$ cat src/hdl/sbtq_pkg.sv
// Shared types and codes for the sphere body table query block.
// No dependencies; every other file in hdl takes its names from here.
`default_nettype none

package sbtq_pkg;

   localparam int MAX_BODIES_DEF = 32;
   localparam int IDX_W          = 5;

   // request codes
   localparam logic [2:0] OP_ADD    = 3'd0;
   localparam logic [2:0] OP_UPDATE = 3'd1;
   localparam logic [2:0] OP_REMOVE = 3'd2;
   localparam logic [2:0] OP_QUERY  = 3'd3;
   localparam logic [2:0] OP_CLEAR  = 3'd4;

   // result status codes
   localparam logic [1:0] STAT_OK       = 2'd0;
   localparam logic [1:0] STAT_FULL     = 2'd1;
   localparam logic [1:0] STAT_BAD_SLOT = 2'd2;
   localparam logic [1:0] STAT_NO_MATCH = 2'd3;

   typedef struct packed {
      logic [2:0]         req_type;
      logic [IDX_W-1:0]   slot_index;
      logic signed [23:0] pos_x;
      logic signed [23:0] pos_y;
      logic signed [23:0] pos_z;
      logic [22:0]        sphere_radius;
   } sbtq_req_item_type;

   typedef struct packed {
      logic [1:0]       status;
      logic [IDX_W-1:0] result_index;
      logic             last;
   } sbtq_rsp_item_type;

   // one slot record as it travels round the ring
   typedef struct packed {
      logic               active;
      logic signed [23:0] x;
      logic signed [23:0] y;
      logic signed [23:0] z;
      logic [22:0]        radius;
   } sbtq_body_type;

   // slot presented to the distance pipeline
   typedef struct packed {
      logic             valid;
      logic [IDX_W-1:0] index;
   } sbtq_probe_type;

   // verdict returned by the distance pipeline
   typedef struct packed {
      logic             valid;
      logic             hit;
      logic [IDX_W-1:0] index;
   } sbtq_hit_type;

   typedef enum logic [1:0] {
      ST_IDLE,
      ST_RUN,
      ST_DRAIN,
      ST_DONE
   } sbtq_state_type;

endpackage

`default_nettype wire

$ cat src/hdl/sbtq_ctrl.sv
// Sequencer for the body ring: steps the ring, edits the passing record,
// feeds the distance pipeline and forms the results. Depends on sbtq_pkg.
`default_nettype none

module sbtq_ctrl #(
   parameter int SLOTS = sbtq_pkg::MAX_BODIES_DEF
) (
   input  wire logic                        clock,
   input  wire logic                        reset,
   input  wire logic                        start,
   input  wire sbtq_pkg::sbtq_req_item_type req_item,
   input  wire sbtq_pkg::sbtq_body_type     head_body,
   input  wire sbtq_pkg::sbtq_hit_type      dist_hit,
   output      logic                        busy,
   output      logic                        shift,
   output      sbtq_pkg::sbtq_body_type     wrap_body,
   output      sbtq_pkg::sbtq_probe_type    probe,
   output      sbtq_pkg::sbtq_req_item_type query,
   output      logic                        rsp_strobe,
   output      sbtq_pkg::sbtq_rsp_item_type rsp_item
);

   localparam int         CNT_W      = $clog2(SLOTS);
   localparam logic [1:0] DRAIN_LAST = 2'd2;

   sbtq_pkg::sbtq_state_type    state_ff, state_in;
   sbtq_pkg::sbtq_req_item_type req_ff;
   logic [CNT_W-1:0]            cnt_ff, cnt_in;
   logic [1:0]                  drain_ff, drain_in;
   logic                        found_ff, found_in;
   logic                        slot_ok_ff, slot_ok_in;
   logic                        pend_valid_ff, pend_valid_in;
   logic [sbtq_pkg::IDX_W-1:0]  add_idx_ff, add_idx_in;
   logic [sbtq_pkg::IDX_W-1:0]  pend_idx_ff, pend_idx_in;

   logic                        accept;
   logic                        running;
   logic                        slot_sel;
   logic                        add_take;

   assign accept   = start && (state_ff == sbtq_pkg::ST_IDLE);
   assign running  = (state_ff == sbtq_pkg::ST_RUN);
   assign slot_sel = running && (sbtq_pkg::IDX_W'(cnt_ff) == req_ff.slot_index)
                     && head_body.active;
   assign add_take = running && (req_ff.req_type == sbtq_pkg::OP_ADD)
                     && !head_body.active && !found_ff;

   // next state
   always_comb begin
      state_in = state_ff;
      case (state_ff)
         sbtq_pkg::ST_IDLE: begin
            if (start && (req_item.req_type inside {sbtq_pkg::OP_ADD, sbtq_pkg::OP_UPDATE,
                  sbtq_pkg::OP_REMOVE, sbtq_pkg::OP_QUERY, sbtq_pkg::OP_CLEAR})) begin
               state_in = sbtq_pkg::ST_RUN;
            end
         end
         sbtq_pkg::ST_RUN: begin
            if (cnt_ff == CNT_W'(SLOTS - 1)) begin
               state_in = sbtq_pkg::ST_DRAIN;
            end
         end
         sbtq_pkg::ST_DRAIN: begin
            if (drain_ff == DRAIN_LAST) begin
               state_in = sbtq_pkg::ST_DONE;
            end
         end
         sbtq_pkg::ST_DONE: begin
            state_in = sbtq_pkg::ST_IDLE;
         end
         default: begin
            state_in = sbtq_pkg::ST_IDLE;
         end
      endcase
   end

   // working registers
   always_comb begin
      cnt_in        = cnt_ff;
      drain_in      = drain_ff;
      found_in      = found_ff;
      slot_ok_in    = slot_ok_ff;
      pend_valid_in = pend_valid_ff;
      add_idx_in    = add_idx_ff;
      pend_idx_in   = pend_idx_ff;
      if (accept) begin
         cnt_in        = '0;
         drain_in      = '0;
         found_in      = 1'b0;
         slot_ok_in    = 1'b0;
         pend_valid_in = 1'b0;
      end
      if (running) begin
         cnt_in = cnt_ff + 1'b1;
      end
      if (state_ff == sbtq_pkg::ST_DRAIN) begin
         drain_in = drain_ff + 1'b1;
      end
      if (add_take) begin
         found_in   = 1'b1;
         add_idx_in = sbtq_pkg::IDX_W'(cnt_ff);
      end
      if (slot_sel) begin
         slot_ok_in = 1'b1;
      end
      // keep the newest match back until we know whether it is the last
      if (dist_hit.valid && dist_hit.hit) begin
         pend_valid_in = 1'b1;
         pend_idx_in   = dist_hit.index;
      end
   end

   always_ff @(posedge clock) begin
      if (reset) begin
         state_ff      <= sbtq_pkg::ST_IDLE;
         cnt_ff        <= '0;
         drain_ff      <= '0;
         found_ff      <= 1'b0;
         slot_ok_ff    <= 1'b0;
         pend_valid_ff <= 1'b0;
      end else begin
         state_ff      <= state_in;
         cnt_ff        <= cnt_in;
         drain_ff      <= drain_in;
         found_ff      <= found_in;
         slot_ok_ff    <= slot_ok_in;
         pend_valid_ff <= pend_valid_in;
      end
   end

   always_ff @(posedge clock) begin
      if (accept) begin
         req_ff <= req_item;
      end
      add_idx_ff  <= add_idx_in;
      pend_idx_ff <= pend_idx_in;
   end

   // outputs
   always_comb begin
      busy        = (state_ff != sbtq_pkg::ST_IDLE);
      shift       = running;
      query       = req_ff;
      probe.valid = running && (req_ff.req_type == sbtq_pkg::OP_QUERY) && head_body.active;
      probe.index = sbtq_pkg::IDX_W'(cnt_ff);

      // edit the record leaving the head as it wraps to the tail
      wrap_body = head_body;
      if (add_take) begin
         wrap_body.active = 1'b1;
         wrap_body.x      = req_ff.pos_x;
         wrap_body.y      = req_ff.pos_y;
         wrap_body.z      = req_ff.pos_z;
         wrap_body.radius = req_ff.sphere_radius;
      end
      if (slot_sel && (req_ff.req_type == sbtq_pkg::OP_UPDATE)) begin
         wrap_body.x = req_ff.pos_x;
         wrap_body.y = req_ff.pos_y;
         wrap_body.z = req_ff.pos_z;
      end
      if (slot_sel && (req_ff.req_type == sbtq_pkg::OP_REMOVE)) begin
         wrap_body.active = 1'b0;
      end
      if (running && (req_ff.req_type == sbtq_pkg::OP_CLEAR)) begin
         wrap_body.active = 1'b0;
      end

      rsp_strobe            = 1'b0;
      rsp_item.status       = sbtq_pkg::STAT_OK;
      rsp_item.result_index = '0;
      rsp_item.last         = 1'b0;
      if (dist_hit.valid && dist_hit.hit && pend_valid_ff) begin
         rsp_strobe            = 1'b1;
         rsp_item.result_index = pend_idx_ff;
      end
      if (state_ff == sbtq_pkg::ST_DONE) begin
         rsp_strobe    = 1'b1;
         rsp_item.last = 1'b1;
         case (req_ff.req_type)
            sbtq_pkg::OP_ADD: begin
               rsp_item.status       = found_ff ? sbtq_pkg::STAT_OK : sbtq_pkg::STAT_FULL;
               rsp_item.result_index = found_ff ? add_idx_ff : '0;
            end
            sbtq_pkg::OP_UPDATE, sbtq_pkg::OP_REMOVE: begin
               rsp_item.status       = slot_ok_ff ? sbtq_pkg::STAT_OK
                                                  : sbtq_pkg::STAT_BAD_SLOT;
               rsp_item.result_index = req_ff.slot_index;
            end
            sbtq_pkg::OP_QUERY: begin
               rsp_item.status       = pend_valid_ff ? sbtq_pkg::STAT_OK
                                                     : sbtq_pkg::STAT_NO_MATCH;
               rsp_item.result_index = pend_valid_ff ? pend_idx_ff : '0;
            end
            default: begin
               rsp_item.status       = sbtq_pkg::STAT_OK;
               rsp_item.result_index = '0;
            end
         endcase
      end
   end

endmodule

`default_nettype wire

$ cat config.mk
export PLATFORM = sky130hd
export DESIGN_NAME = sbtq_ctrl
export DESIGN_NICKNAME = d
export VERILOG_FILES = /design/src/hdl/sbtq_pkg.sv /design/src/hdl/sbtq_ctrl.sv
export SDC_FILE = /design/constraint.sdc
export NUM_CORES = 1
export LEC_CHECK = 0
export ABC_AREA = 1
export BUFFER_PORTS_ARGS = -buffer_cell sky130_fd_sc_hd__buf_4
export CORE_ASPECT_RATIO = 1.1
export CORE_MARGIN = 2
export CORE_UTILIZATION = 25
export DETAILED_ROUTE_END_ITERATION = 6
export GPL_ROUTABILITY_DRIVEN = 1
export PLACE_DENSITY = 0.54
export SYNTH_ARGS = -nofsm -noshare
export SYNTH_HDL_FRONTEND = slang
export SYNTH_SLANG_ARGS = --single-unit
$ cat constraint.sdc
create_clock -name clock -period 9.1 [get_ports clock]
set_input_delay 1.82 -clock clock [delete_from_list [all_inputs] [get_ports clock]]
set_output_delay 1.82 -clock clock [all_outputs]
set_load 0.02 [all_outputs]
After elaboration in Yosys (flattened, before gate mapping)
Cells that the tools add are included.

Input port bits: 209. Register bits after elaboration: 125. Output and inout port bits: 216. Word-level logic and storage cells: 87.

$add $sub $neg: 2. Reductions and logical operators: 28. Muxes and demuxes: 26. Equality and inequality tests: 17.

Operators with widths (number): two-way mux 96 bit (1); two-way mux 72 bit (1); two-way mux 5 bit (5); case mux 7 bit (3 select lines) (1); logical AND 1 bit (14); two-way mux 2 bit (7); == test 3 x 2 -> 1 bit (second input constant) (4); nonzero test 2 bit (6); two-way mux 1 bit (9); two-way mux 8 bit (1); case mux 2 bit (4 select lines) (1); == test 2 bit (second input constant) (3); == test 3 x 1 -> 1 bit (second input constant) (2); == test 3 bit (second input constant) (2); zero test 3 bit (2); adder 5 x 1 -> 5 bit (second input constant) (1); == test 5 bit (1); == test 5 bit (second input constant) (1); nonzero test 5 bit (1); != test 2 x 1 -> 1 bit (second input constant) (2); AND reduction 3 bit (1); adder 2 x 1 -> 2 bit (second input constant) (1); == test 2 x 1 -> 1 bit (second input constant) (1); zero test 1 bit (2); other kinds (3) (3).

Logic depth before layout (Yosys ltp)
Depth in word-level cells: 7. Mapped depth: 11. Depth with buffers taken out: 10.

Worst setup path after synthesis
No wires, ideal clock.

Kind: input to output. Start: input head_body[95] (netlist name). End: output wrap_body[44] (netlist name). Stages: 9. Path buffers: 3. Required time: 7.280 ns. Path slack: 4.422 ns. Data arrival time: 2.858 ns. Path through: buf_4 nand2_2 a21oi_2 nand2_2 nor2_4 buf_6 clkbuf_4 nand4_1 nand2_1.

RTL lines: start: declaration (line sbtq_ctrl.sv:12) `input wire sbtq_pkg::sbtq_body_type head_body,`; end: declaration (line sbtq_ctrl.sv:16) `output sbtq_pkg::sbtq_body_type wrap_body,`.

==> impl_metrics.ini <==
[outcome]
status = finished, final reports clean

[synthesis]
synthAdderAreaFrac = 0.01139
synthMuxAreaShare = 0
avgSynthCellArea_um2 = 8.383
synth_simple_gate_area_share = 0.2882
syn-num-nets = 1133
ys.flop_type = edfxtp_1
synth-xor-area-share = 0.001139
synth_warnings = 0
synth_edf_count = 113
synthCells = 917
synth_compound_area_frac = 0.1064
ys_async_sr_fraction = 0
synth.distinct_cells = 34
ys_seq_elements = 125
netlist_area_um2 = 7687
synth_top_family_by_area = simple AND/OR/NAND/NOR gates
synth-seq-area-share = 0.4727

[timing]
fin_crit_sh = 0.6440
slew_headroom = 0.2222
hold_viol = 0
rsz0062_at_grt = false
tightest_slew_ns = 1.167
finalSetupViolCount = 0
slew_violations = 0
finalSetupTns_ns = 0
min_period_ns = 5.860
fmax_mhz = 170.6
clock_skew_ns = 0.004914
setup_ws_ns = 3.240

[layout]
syn2layout_area_growth_pct = 50.10
fin_nets = 1513
regArea_um2 = 3633
fillCellCount = 3174
multi_input_area_um2 = 3143
drive_gt1_frac = 0.3679

[clock_network]
clk_latency_ns = 0.43
cts.clk_slew.worst_paths_ns = 0.06
cts_sinks = 125
clock-root-buffer = clkbuf_16
cts_max_level = 4
cts_tree = built
numCtsBuffers = 17
cts_repair_resize_count = 0
cts_hold_buf = 0
clockBufferDepth = 2
post_cts_buffers = 0

[drt]
route.vias.total = 8013
drtIter0Drc = 433
detail_route.wl_per_cell_um = 17.56
drtAntennaViolNets = 0
routed_wirelength_um = 30290
via_per_inst = 4.645
first_pass_iters = 5
drc = 0

[critical_path]
path_delay_family = simple AND/OR/NAND/NOR gates
start_kind = input pin
endpoint = wrap_body[24]
cp.required_ns = 7.28
cp.arrival_ns = 4.04
startpoint = head_body[95]
r2r_slack_ns = 6.23
slowest_stage = nand3_4
cp_max_fo = 72
worstPathCellList = buf_4, nand2_2, a21oi_2, nand2_2, nor2_4, nand3_4, nand2_1, nand2_1, buf_4
worstReg2RegStart = state_ff[1]
ff2ff_path_depth = 4
crit_path_max_incr_delay_ns = 0.71
crit_buf_inv = 2
critical_path_class = in2out
cp-end-kind = output port
r2r-end = add_idx_ff[3]
cp.depth = 9

[power]
ir_worst_vdd_v = 0.0001109
switching_share = 0.3645
power_switching_uw = 870.3
pwr-share-seq = 0.363
power_leakage_uw = 0.005479
power_density_nw_per_um2 = 206.9
power.internal_uw = 1517
clockPowerShare = 0.316
comb_power_share = 0.321

[global_route]
grt_max_degree = 74
track_usage = 0.1840
grt-ovfl-total = 0
grt_first_pass_wirelength_um = 45290
grt_pass1_vias = 7737
antenna_found_initial = 1

[place]
place.gp.congestion = 0.8157
io_buffers = 424
post-place-ws_ns = 3.214
dpl.hpwl_um = 20520

[die]
coreArea_um2 = 30350
die-area_um2 = 32170
start_util = 0.2533
dieHeight_um = 187.9
core.rowCount = 67
dieWidth_um = 171.2
io_pins = 425

[job]
maxCapViolCount = 0

[min_path]
hold_path_class = reg2reg
-- cell type report --
cell class              instances  share of cell area
multi-input cells             624              0.2724
clock inverters                15             0.01822
inverters                      98             0.03210
well taps                     414             0.04489
flip-flops and latches        125              0.3149
diodes                          1           0.0002169
clock buffers                  17             0.03687
repair buffers                431              0.2804
-- logic make-up (layout without fill, tap and decap cells) --
group	Yosys count	after routing
AOI/OAI and AO/OA	124	124
xor gates and xnor gates	1	1
adders and majority gates	7	7
buffers and inverters	168	561
DFF	125	125
other	0	1
and+or+nand+nor	492	492
-- worst register-to-register path: stages, from the launching register on --
cell	delay, ns
dfxtp_1	0.32
inv_1	0.10
ha_1	0.45
nand4_4	0.69
nor2_4	0.93
-- registers in the layout, summed over array words and instances (netlist names) --
| name | cells |
|---|---|
| pend_idx_ff | 5 |
| state_ff | 2 |
| found_ff | 1 |
| query | 103 |
| drain_ff | 2 |
| add_idx_ff | 5 |
| pend_valid_ff | 1 |
| slot_ok_ff | 1 |
| cnt_ff | 5 |
-- stage by stage --
step | hold slack, ns | cell area [um^2] | total power [uW] | utilization | instances
after global routing | 0.4980 | 11540 | 2497 | 0.3802 | 1725
after detailed placement | 0.4692 | 10900 | 1652 | 0.3592 | 1692
after floorplan | 0.4456 | 7687 | 1277 | - | 917
after CTS | 0.4784 | 11540 | 2420 | 0.3801 | 1724
after global placement | 0.4696 | 10900 | 1646 | 0.3592 | 1692
final | 0.4732 | 11540 | 2388 | 0.3802 | 1725
-- metal layers --
layer / GRT usage / up-vias / share of wire / wire length (um)
li1: - / 3858 / - / -
met1: 0.2182 / 3754 / 0.40 / 12000
met2: 0.3207 / 354 / 0.50 / 15180
met3: 0.04538 / 47 / 0.075 / 2262
met4: 0.06519 / 0 / 0.028 / 845
met5: 0 / - / 0 / 0
-- cell usage in the layout (no fill, tap or decap), types with 2 or more instances in the layout --
cell | synthesis | final
a211oi_1 | 2 | 2
a21oi_1 | 12 | 12
buf_4 | 16 | 431
bufinv_16 | 0 | 4
clkbuf_16 | 0 | 17
clkinv_4 | 0 | 3
clkinvlp_4 | 0 | 2
dfxtp_1 | 12 | 12
edfxtp_1 | 113 | 113
ha_1 | 7 | 7
inv_1 | 93 | 92
inv_2 | 5 | 5
inv_6 | 0 | 5
nand2_1 | 300 | 300
nand2_2 | 2 | 2
nand3_1 | 86 | 86
nand4_1 | 72 | 72
nor2_1 | 23 | 22
nor2_4 | 2 | 4
o211ai_1 | 2 | 2
o21ai_0 | 33 | 33
o21bai_1 | 72 | 72
or2_2 | 2 | 2
-- how the worst min path moves through the flow --
stage | startpoint | endpoint | cells past startpoint
final | slot_ok_ff | slot_ok_ff | 2
after global routing | slot_ok_ff | slot_ok_ff | 2
after CTS | slot_ok_ff | slot_ok_ff | 2
after detailed placement | slot_ok_ff | slot_ok_ff | 2
after global placement | slot_ok_ff | slot_ok_ff | 2
after floorplan | slot_ok_ff | slot_ok_ff | 2
-- power groups by stage --
stage,registers [uW],clock network [uW],logic [uW]
3_3_place_gp,875,0,771
3_5_place_dp,877,0,775
2_1_floorplan,983,0,294
6_report,866,756,766
4_1_cts,866,777,777
5_1_grt,882,794,821
-- synthesized netlist by cell type, types with 9 or more instances --
cell type	count	share of area
nand2_1	300	0.15
edfxtp_1	113	0.44
inv_1	93	0.045
nand3_1	86	0.056
nand4_1	72	0.059
o21bai_1	72	0.070
o21ai_0	33	0.021
nor2_1	23	0.011
buf_4	16	0.016
clkbuf_1	16	0.0078
a21oi_1	12	0.0078
dfxtp_1	12	0.031
buf_6	9	0.013
(Power assumes the default switching activity.)
