===== src/hdl/sbtq_pkg.sv =====
// Shared types and codes for the sphere body table query block.
// No dependencies; every other file in hdl takes its names from here.
`default_nettype none

package sbtq_pkg;

   localparam int MAX_BODIES_DEF = 32;
   localparam int IDX_W          = 5;

   // request codes
   localparam logic [2:0] OP_ADD    = 3'd0;
   localparam logic [2:0] OP_UPDATE = 3'd1;
   localparam logic [2:0] OP_REMOVE = 3'd2;
   localparam logic [2:0] OP_QUERY  = 3'd3;
   localparam logic [2:0] OP_CLEAR  = 3'd4;

   // result status codes
   localparam logic [1:0] STAT_OK       = 2'd0;
   localparam logic [1:0] STAT_FULL     = 2'd1;
   localparam logic [1:0] STAT_BAD_SLOT = 2'd2;
   localparam logic [1:0] STAT_NO_MATCH = 2'd3;

   typedef struct packed {
      logic [2:0]         req_type;
      logic [IDX_W-1:0]   slot_index;
      logic signed [23:0] pos_x;
      logic signed [23:0] pos_y;
      logic signed [23:0] pos_z;
      logic [22:0]        sphere_radius;
   } sbtq_req_item_type;

   typedef struct packed {
      logic [1:0]       status;
      logic [IDX_W-1:0] result_index;
      logic             last;
   } sbtq_rsp_item_type;

   // one slot record as it travels round the ring
   typedef struct packed {
      logic               active;
      logic signed [23:0] x;
      logic signed [23:0] y;
      logic signed [23:0] z;
      logic [22:0]        radius;
   } sbtq_body_type;

   // slot presented to the distance pipeline
   typedef struct packed {
      logic             valid;
      logic [IDX_W-1:0] index;
   } sbtq_probe_type;

   // verdict returned by the distance pipeline
   typedef struct packed {
      logic             valid;
      logic             hit;
      logic [IDX_W-1:0] index;
   } sbtq_hit_type;

   typedef enum logic [1:0] {
      ST_IDLE,
      ST_RUN,
      ST_DRAIN,
      ST_DONE
   } sbtq_state_type;

endpackage

`default_nettype wire


===== src/hdl/sbtq_cell.sv =====
// One slot of the body ring: holds a record and passes it to its neighbour.
// Depends on sbtq_pkg for the record type.
`default_nettype none

module sbtq_cell (
   input  wire logic                   clock,
   input  wire logic                   reset,
   input  wire logic                   shift,
   input  wire sbtq_pkg::sbtq_body_type body_in,
   output      sbtq_pkg::sbtq_body_type body_out
);

   logic               active_ff;
   logic signed [23:0] x_ff;
   logic signed [23:0] y_ff;
   logic signed [23:0] z_ff;
   logic [22:0]        radius_ff;

   always_ff @(posedge clock) begin
      if (reset) begin
         active_ff <= 1'b0;
      end else if (shift) begin
         active_ff <= body_in.active;
      end
   end

   always_ff @(posedge clock) begin
      if (shift) begin
         x_ff      <= body_in.x;
         y_ff      <= body_in.y;
         z_ff      <= body_in.z;
         radius_ff <= body_in.radius;
      end
   end

   assign body_out.active = active_ff;
   assign body_out.x      = x_ff;
   assign body_out.y      = y_ff;
   assign body_out.z      = z_ff;
   assign body_out.radius = radius_ff;

endmodule

`default_nettype wire


===== config.mk =====
export PLATFORM = sky130hd
export DESIGN_NAME = sbtq_cell
export DESIGN_NICKNAME = d
export VERILOG_FILES = /design/src/hdl/sbtq_pkg.sv /design/src/hdl/sbtq_cell.sv
export SDC_FILE = /design/constraint.sdc
export NUM_CORES = 1
export LEC_CHECK = 0
export ABC_AREA = 1
export BUFFER_PORTS_ARGS = -buffer_cell sky130_fd_sc_hd__buf_2
export CAP_MARGIN = 40
export CORE_MARGIN = 2
export CORE_UTILIZATION = 41
export DETAILED_ROUTE_END_ITERATION = 6
export GPL_TIMING_DRIVEN = 0
export PLACE_DENSITY = 0.85
export SETUP_SLACK_MARGIN = 0.1
export SYNTH_ARGS = -nofsm -noshare
export SYNTH_HDL_FRONTEND = slang
export SYNTH_SLANG_ARGS = --single-unit

===== constraint.sdc =====
create_clock -name clock -period 0.8 [get_ports clock]
set_input_delay 0.08 -clock clock [delete_from_list [all_inputs] [get_ports clock]]
set_output_delay 0.08 -clock clock [all_outputs]
set_load 0.02 [all_outputs]

# After elaboration in Yosys (flattened, before gate mapping)
# Cells that the tools add are included.
totals:
  wordCells: 5
  reg_bits: 96
  out_inout_bits: 96
  input_bits: 99

# Longest topological paths before layout
# Gate-level depths: netlist of the first run.
depth:
  depth_word: 0
  mapped_depth: 4
  depth_no_buf: 4

# Least setup slack after synthesis of the first run
# OpenSTA, ideal clock, no wires.
synth_path:
  path_type: "reg2reg"
  from: "register active_ff (netlist name)"
  to: "register active_ff"
  slack_ps: 243
  t_arrival_ps: 443
  path_buffers: 0
  period_less_slack_ps: 557
  path_stages_with_launch: 3
  path_cell_list: "dfxtp_1 nor2_1 nor2_2"
synth_lines:
  columns: ["item", "line_no", "rtl"]
  rows:
  - ["end signal, assigned", "sbtq_cell.sv:23", "active_ff <= body_in.active;"]
  - ["end, declared", "sbtq_cell.sv:13", "logic active_ff;"]

# Worst setup path after layout of the first run
layout_path:
  from: "register radius_ff[9]"
  to: "output port body_out[9] (netlist bit)"
layout_lines:
  columns: ["item", "line_no", "rtl"]
  rows:
  - ["start, declared", "sbtq_cell.sv:17", "logic [22:0] radius_ff;"]
  - ["start signal, assigned", "sbtq_cell.sv:32", "radius_ff <= body_in.radius;"]
  - ["end, declared", "sbtq_cell.sv:10", "output sbtq_pkg::sbtq_body_type body_out"]
# No word-level cell between the ends.

==> impl_results.rst, run 1 <==
.. list-table::
   :header-rows: 1

   * - Metric
     - Value
   * - Power per cell area
     - approximately 2000 mW/mm^2
   * - Clock Sink Count
     - 96
   * - Number of fillers in the final layout
     - 344
   * - Core Rows
     - 30
   * - Mean Syn Cell Area
     - between 20 and 30 sq um
   * - Final Hold Vio Count
     - 0
   * - Post-place setup slack
     - -0.4329 ns
   * - H-tree levels
     - 3
   * - Number of antenna violations at the first check in global routing
     - 0
   * - Crit path arrival time
     - approximately 0.92 ns
   * - GRT Resource Usage Total
     - 0.2178
   * - Max-cap violations
     - 0
   * - Post-route cell area
     - between 0.005 and 0.006 sq mm
   * - Endpoint class of the critical path
     - output pin
   * - Final routed wirelength across all metal layers
     - 9383 um
   * - Total Power
     - 11.35 mW
   * - Placed cell area
     - 0.004026 sq mm
   * - Commonest non-fill, non-tap cells in the layout
     - 110 x sky130_fd_sc_hd__buf_2, 96 x sky130_fd_sc_hd__dlygate4sd3_1, 95 x sky130_fd_sc_hd__edfxtp_1, 84 x sky130_fd_sc_hd__buf_6, 9 x sky130_fd_sc_hd__clkbuf_8
   * - Final setup fails
     - 96
   * - Type of element launching the critical path
     - register
   * - #FFs+latches synth
     - 96
   * - Clock tree root driver cell
     - sky130_fd_sc_hd__clkbuf_8
   * - Count of input and output buffers
     - between 150 and 200
   * - Worst clock skew on the final layout
     - 0 ns
   * - Number of buffers added for setup after CTS
     - 0
   * - Status
     - finished, violations left
   * - Via/cell ratio
     - 4.420
   * - Wire length of the first global-routing pass
     - 12090 um
   * - Post-detailed-route wirelength per cell
     - ~19 um
   * - Pin count of the biggest net entering global routing
     - 55
   * - Remaining Overflow, GRT
     - 0
   * - Initial cell density of the core
     - 0.4253
   * - Worst Hold Launch
     - body_in[95]
   * - Static Leakage
     - 2.428 nW
   * - Min-delay worst type
     - primary input to register
   * - Internal power consumption
     - roughly 8.6 mW
   * - Combinational Power Share
     - 0.183
   * - CTS tree
     - done
   * - Slew of the pin with the lowest slew margin
     - 0.3688 ns
   * - Clock Pin Slew Worst Setup and Hold Paths
     - 0.09 ns
   * - Reg-to-Reg Start
     - active_ff
   * - Yosys warning count
     - 0
   * - Weighted congestion reported at the end of routability-driven placement
     - 0.6870
   * - Unrepaired setup endpoints after global routing
     - yes
   * - Count of vias placed by the detailed router
     - 2241
   * - Worst setup path startpoint
     - radius_ff[9]
   * - Maximum achievable frequency
     - 998.1 MHz
   * - Critical Path Fanout Max
     - 1
   * - Ordered cell list for the critical path
     - buf_6
   * - # IOs
     - about 200
   * - Horiz. Die Dim
     - 88.18 um
   * - Placeable core region
     - 0.006832 sq mm
   * - Top Family by Delay on Critical Path
     - flip-flops
   * - Final Worst Setup Slack
     - -0.2019 ns
   * - Violated checks
     - setup timing
   * - Tcrit/Tclk final
     - 1.252
   * - Area of the mapped netlist
     - 0.002905 sq mm
   * - Placed wire-length estimate after detailed placement
     - approximately 4700 um
   * - Clk buf depth
     - 2
   * - Die Area
     - 0.007776 sq mm
   * - Most common cell after layout, fill and taps aside
     - sky130_fd_sc_hd__buf_2
   * - Share of power burned in registers
     - 0.544
   * - Skew-Pair Late Insertion Delay
     - 0.34 ns
   * - Switching share of total power
     - 0.2460
   * - Crit-path slowest cell
     - sky130_fd_sc_hd__edfxtp_1
   * - Post-Syn Nets
     - around 200
   * - Count of buffering cells on the critical path with inverters included
     - 1
   * - Proportion of power drawn by the clock network
     - 0.274
   * - Post-synthesis cell type count
     - 7
   * - Share of the core filled with cells in the final layout
     - 0.8403
   * - Worst-case vdd ir drop
     - 1.513 mV
   * - Via count of the first global-routing pass
     - around 2500
   * - Fin nets
     - 505
   * - Proportion of layout cells with a drive suffix above 1
     - 0.5231
   * - Detailed-router iteration count before antenna repair
     - 6
   * - Biggest cell delay along the critical path
     - roughly 0.43 ns
   * - Count of inserted antenna diode cells
     - 0
   * - Type of the worst setup path
     - register to output pin
   * - CP Data Required Time
     - 0.72 ns
   * - Layout Area Growth over Synthesis
     - 97.59%
   * - Worst slew slack as a fraction of its limit
     - 0.7541
   * - Total count of max-transition violations in the final report
     - 0
   * - Time the final worst path needs with I/O delays and setup
     - 1.002 ns
   * - Remaining routing DRC violations
     - 0
   * - Switch Pwr
     - 2.791 mW
   * - Fraction of the yosys area taken by sequential cells
     - 0.9888
   * - Post-synthesis instance total
     - 103
   * - Count of nets left with antenna violations after detail routing
     - 0
   * - Post-route worst hold slack
     - 0.06220 ns
   * - Die span in y
     - 88.18 um
   * - Detailed router's first-iteration violation count
     - 99
   * - Total CTS buffers
     - 9
layout make-up:
class                      instances  area [sq um]  area share
buffer                             1         11.26    0.001962
clock buffer                       9         123.9     0.02158
timing repair buffer             292          2514      0.4379
multi-input combinational          4         17.52    0.003051
tap                               96         120.1     0.02092
sequential                        96          2874      0.5007
inverter                           2         7.507    0.001308
clock inverter                     7         72.57     0.01264
metrics by stage:
step,setup TNS (ns),cells
floorplan,0,103
global placement,-109.26,393
detailed placement,-28.65,394
CTS,-17.71,506
global route,-19.80,507
finish,-16.13,507
registers in the layout, indices dropped and copies added (netlist names):
name       flops
radius_ff     23
y_ff          24
x_ff          24
active_ff      1
z_ff          24
cells by family (layout without fill, tap and decap cells):
kind of cell	after synthesis	after routing	share of synthesized area
simple gates	4	4	0.006030
flops	96	96	0.9888
buf+inv	3	311	0.005170
timing repair:
item,in CTS,in global routing
hold endpoints to repair,96,0
hold buffers,96,0
gates cloned,0,1
pin swaps,0,0
resized for setup,64,106
endpoints found under the setup margin,149,97
cell usage after synthesis (all sizes together):
master,instances,share of area
buf,1,0.0026
inv,2,0.0026
nor2,2,0.0034
nand2,2,0.0026
dfxtp,1,0.0069
edfxtp,95,0.98
power groups by stage:
stage	logic, mW	clock network, mW	registers, mW
global placement	1.22	0	6.17
floorplan	0.0179	0	6.70
CTS	1.77	3.15	6.09
global route	2.16	3.34	6.20
finish	2.07	3.11	6.17
detailed placement	1.26	0	6.17
worst paths after layout:
kind	endpoint	slack (ns)	cells after the start
hold reg to reg	active_ff	0.52	2
setup / recovery	body_out[9]	-0.20	1
setup reg to reg	active_ff	0.18	2
hold / removal	active_ff	0.06	5
per-layer routing:
| layer | vias up | wire, um | GRT usage |
|---|---|---|---|
| met5 | - | 0 | 0 |
| met4 | 0 | 157 | 0.08264 |
| met3 | 12 | 813 | 0.06503 |
| met2 | 138 | 5170 | 0.4156 |
| met1 | 1078 | 3241 | 0.2207 |
| li1 | 1013 | - | - |
tightest hold or removal path: cells and delay by family:
kind,cells,cell delay [ns]
simple gates,3,0.15
buf+inv,2,0.14
No activity file was read; power rests on OpenSTA's default activity.
==> run 2, diff against run 1 <==
Settings changed: RECOVER_POWER set to 50.
==> impl_results.rst, run 2 (synthesized netlist as in run 1, its figures left out) <==
.. list-table::
   :header-rows: 1

   * - Metric
     - Value
   * - Wire length of the first global-routing pass
     - 12090 um (unchanged)
   * - Placeable core region
     - 0.006832 sq mm (unchanged)
   * - Via count of the first global-routing pass
     - 2472 (unchanged)
   * - Total CTS buffers
     - 9 (unchanged)
   * - Number of antenna violations at the first check in global routing
     - 0 (unchanged)
   * - Tcrit/Tclk final
     - 1.252 (unchanged)
   * - Total count of max-transition violations in the final report
     - 0 (unchanged)
   * - Ordered cell list for the critical path
     - buf_6 (unchanged)
   * - Count of buffering cells on the critical path with inverters included
     - 1 (unchanged)
   * - Crit path arrival time
     - 0.92 ns (about the same)
   * - Worst slew slack as a fraction of its limit
     - 0.5501 (was 0.7541)
   * - Post-route cell area
     - 0.005733 sq mm (was 0.005741 sq mm)
   * - Post-detailed-route wirelength per cell
     - 18.50 um (was 18.51 um)
   * - Final Worst Setup Slack
     - -0.2019 ns (unchanged)
   * - Largest regs
     - x_ff: 24 flops, y_ff: 24 flops, z_ff: 24 flops (unchanged)
   * - Time the final worst path needs with I/O delays and setup
     - 1.002 ns (unchanged)
   * - Skew-Pair Late Insertion Delay
     - 0.34 ns (about the same)
   * - Detailed router's first-iteration violation count
     - 99 (unchanged)
   * - Top Family by Delay on Critical Path
     - flip-flops (unchanged)
   * - Clock Sink Count
     - 96 (unchanged)
   * - Number of buffers added for setup after CTS
     - 0 (unchanged)
   * - Type of element launching the critical path
     - register (unchanged)
   * - Count of input and output buffers
     - 194 (unchanged)
   * - Die span in y
     - 88.18 um (unchanged)
   * - Placed cell area
     - 0.004026 sq mm (unchanged)
   * - Static Leakage
     - 2.425 nW (was 2.428 nW)
   * - Remaining routing DRC violations
     - 0 (unchanged)
   * - Endpoint class of the critical path
     - output pin (unchanged)
   * - CTS tree
     - done (unchanged)
   * - Clk buf depth
     - 2 (unchanged)
   * - Commonest non-fill, non-tap cells in the layout
     - 110 x sky130_fd_sc_hd__buf_2, 96 x sky130_fd_sc_hd__dlygate4sd3_1, 95 x sky130_fd_sc_hd__edfxtp_1, 84 x sky130_fd_sc_hd__buf_6, 9 x sky130_fd_sc_hd__clkbuf_8 (unchanged)
   * - Violated checks
     - setup timing (unchanged)
   * - Share of the core filled with cells in the final layout
     - 0.8392 (was 0.8403)
   * - Initial cell density of the core
     - 0.4253 (unchanged)
   * - Post-route worst hold slack
     - 0.06220 ns (unchanged)
   * - Horiz. Die Dim
     - 88.18 um (unchanged)
   * - Fin nets
     - 505 (unchanged)
   * - Die Area
     - 0.007776 sq mm (unchanged)
   * - Worst clock skew on the final layout
     - 0 ns (unchanged)
   * - Unrepaired setup endpoints after global routing
     - yes (unchanged)
   * - Type of the worst setup path
     - register to output pin (unchanged)
   * - Count of nets left with antenna violations after detail routing
     - 0 (unchanged)
   * - Final setup fails
     - 149 (was 96)
   * - Pin count of the biggest net entering global routing
     - 55 (unchanged)
   * - Clock tree root driver cell
     - sky130_fd_sc_hd__clkbuf_8 (unchanged)
   * - H-tree levels
     - 3 (unchanged)
   * - Min-delay worst type
     - primary input to register (unchanged)
   * - Layout Area Growth over Synthesis
     - 97.33% (was 97.59%)
   * - Weighted congestion reported at the end of routability-driven placement
     - 0.6870 (unchanged)
   * - Placed wire-length estimate after detailed placement
     - 4745 um (unchanged)
   * - Biggest cell delay along the critical path
     - 0.43 ns (about the same)
   * - Remaining Overflow, GRT
     - 0 (unchanged)
   * - Maximum achievable frequency
     - 998.1 MHz (unchanged)
   * - Slew of the pin with the lowest slew margin
     - 0.6749 ns (was 0.3688 ns)
   * - Final routed wirelength across all metal layers
     - 9382 um (was 9383 um)
   * - Crit-path slowest cell
     - sky130_fd_sc_hd__edfxtp_1 (unchanged)
   * - Status
     - finished, violations left (unchanged)
   * - Total Power
     - 11.34 mW (was 11.35 mW)
   * - Count of inserted antenna diode cells
     - 0 (unchanged)
   * - Detailed-router iteration count before antenna repair
     - 6 (unchanged)
   * - Via/cell ratio
     - 4.420 (unchanged)
   * - Count of vias placed by the detailed router
     - 2241 (unchanged)
   * - Core Rows
     - 30 (unchanged)
   * - Max-cap violations
     - 0 (unchanged)
   * - # IOs
     - 195 (unchanged)
   * - GRT Resource Usage Total
     - 0.2178 (unchanged)
   * - CP Data Required Time
     - 0.72 ns (about the same)
   * - Power per cell area
     - 1979 mW/mm^2 (was 1977 mW/mm^2)
   * - Critical Path Fanout Max
     - 1 (unchanged)
   * - Final Hold Vio Count
     - 0 (unchanged)
   * - Worst-case vdd ir drop
     - 1.513 mV (unchanged)
   * - Total negative setup slack
     - -22.23 ns (was -16.13 ns)
   * - Most common cell after layout, fill and taps aside
     - sky130_fd_sc_hd__buf_2 (unchanged)
   * - Clock Pin Slew Worst Setup and Hold Paths
     - 0.09 ns (about the same)
   * - Proportion of layout cells with a drive suffix above 1
     - 0.5231 (unchanged)
-- run 2: cell count changes in the layout (fill, tap and decap cells not counted) --
cell,previous run,this run
sky130_fd_sc_hd__clkbuf_4,0,1
sky130_fd_sc_hd__buf_8,1,0
-- run 2: power by group --
group / leakage, nW / switching [mW] / internal [mW]
clock network: 0.0952 / 1.66 / 1.45
logic: 1.39 / 0.937 / 1.13
registers: 0.938 / 0.194 / 5.97
-- run 2: final timing paths --
check	startpoint	endpoint	slack, ns	depth (start not counted)
worst min-delay path	body_in[95]	active_ff	0.06	5
worst max-delay path	radius_ff[9]	body_out[9]	-0.20	1
worst max register to register	active_ff	active_ff	0.18	2
worst min register to register	active_ff	active_ff	0.52	2
-- run 2: layer usage --
layer	routed length (um)	part of all wire	track usage	up-vias
met1	3240	0.35	0.2207	1078
met2	5170	0.55	0.4156	138
met5	0	0	0	-
li1	-	-	-	1013
met4	157	0.017	0.08264	0
met3	813	0.087	0.06503	12
-- run 2: metrics by stage --
stage               instances  setup WS [ns]
floorplan                 103         0.2432
global placement          393         -1.144
detailed placement        394        -0.4329
CTS                       506        -0.2264
global route              507        -0.2463
finish                    507        -0.2019
-- run 2: layout make-up --
| class | instances | area, sq um |
|---|---|---|
| Inverter | 2 | 7.507 |
| Clock buffer | 9 | 123.9 |
| Clock inverter | 7 | 72.57 |
| Timing Repair Buffer | 292 | 2506 |
| Buffer | 1 | 11.26 |
| Multi-Input combinational cell | 4 | 17.52 |
| Sequential cell | 96 | 2874 |
| Tap cell | 96 | 120.1 |
| Fill cell | 346 | 1099 |
-- run 2: repair_timing --
item / 4_1_cts / 5_1_grt
endpoints found under the setup margin: 149 / 97
gates resized for setup: 64 / 106
endpoints found under the hold margin: 96 / 0
gates cloned: 0 / 1
hold buffers: 96 / 0
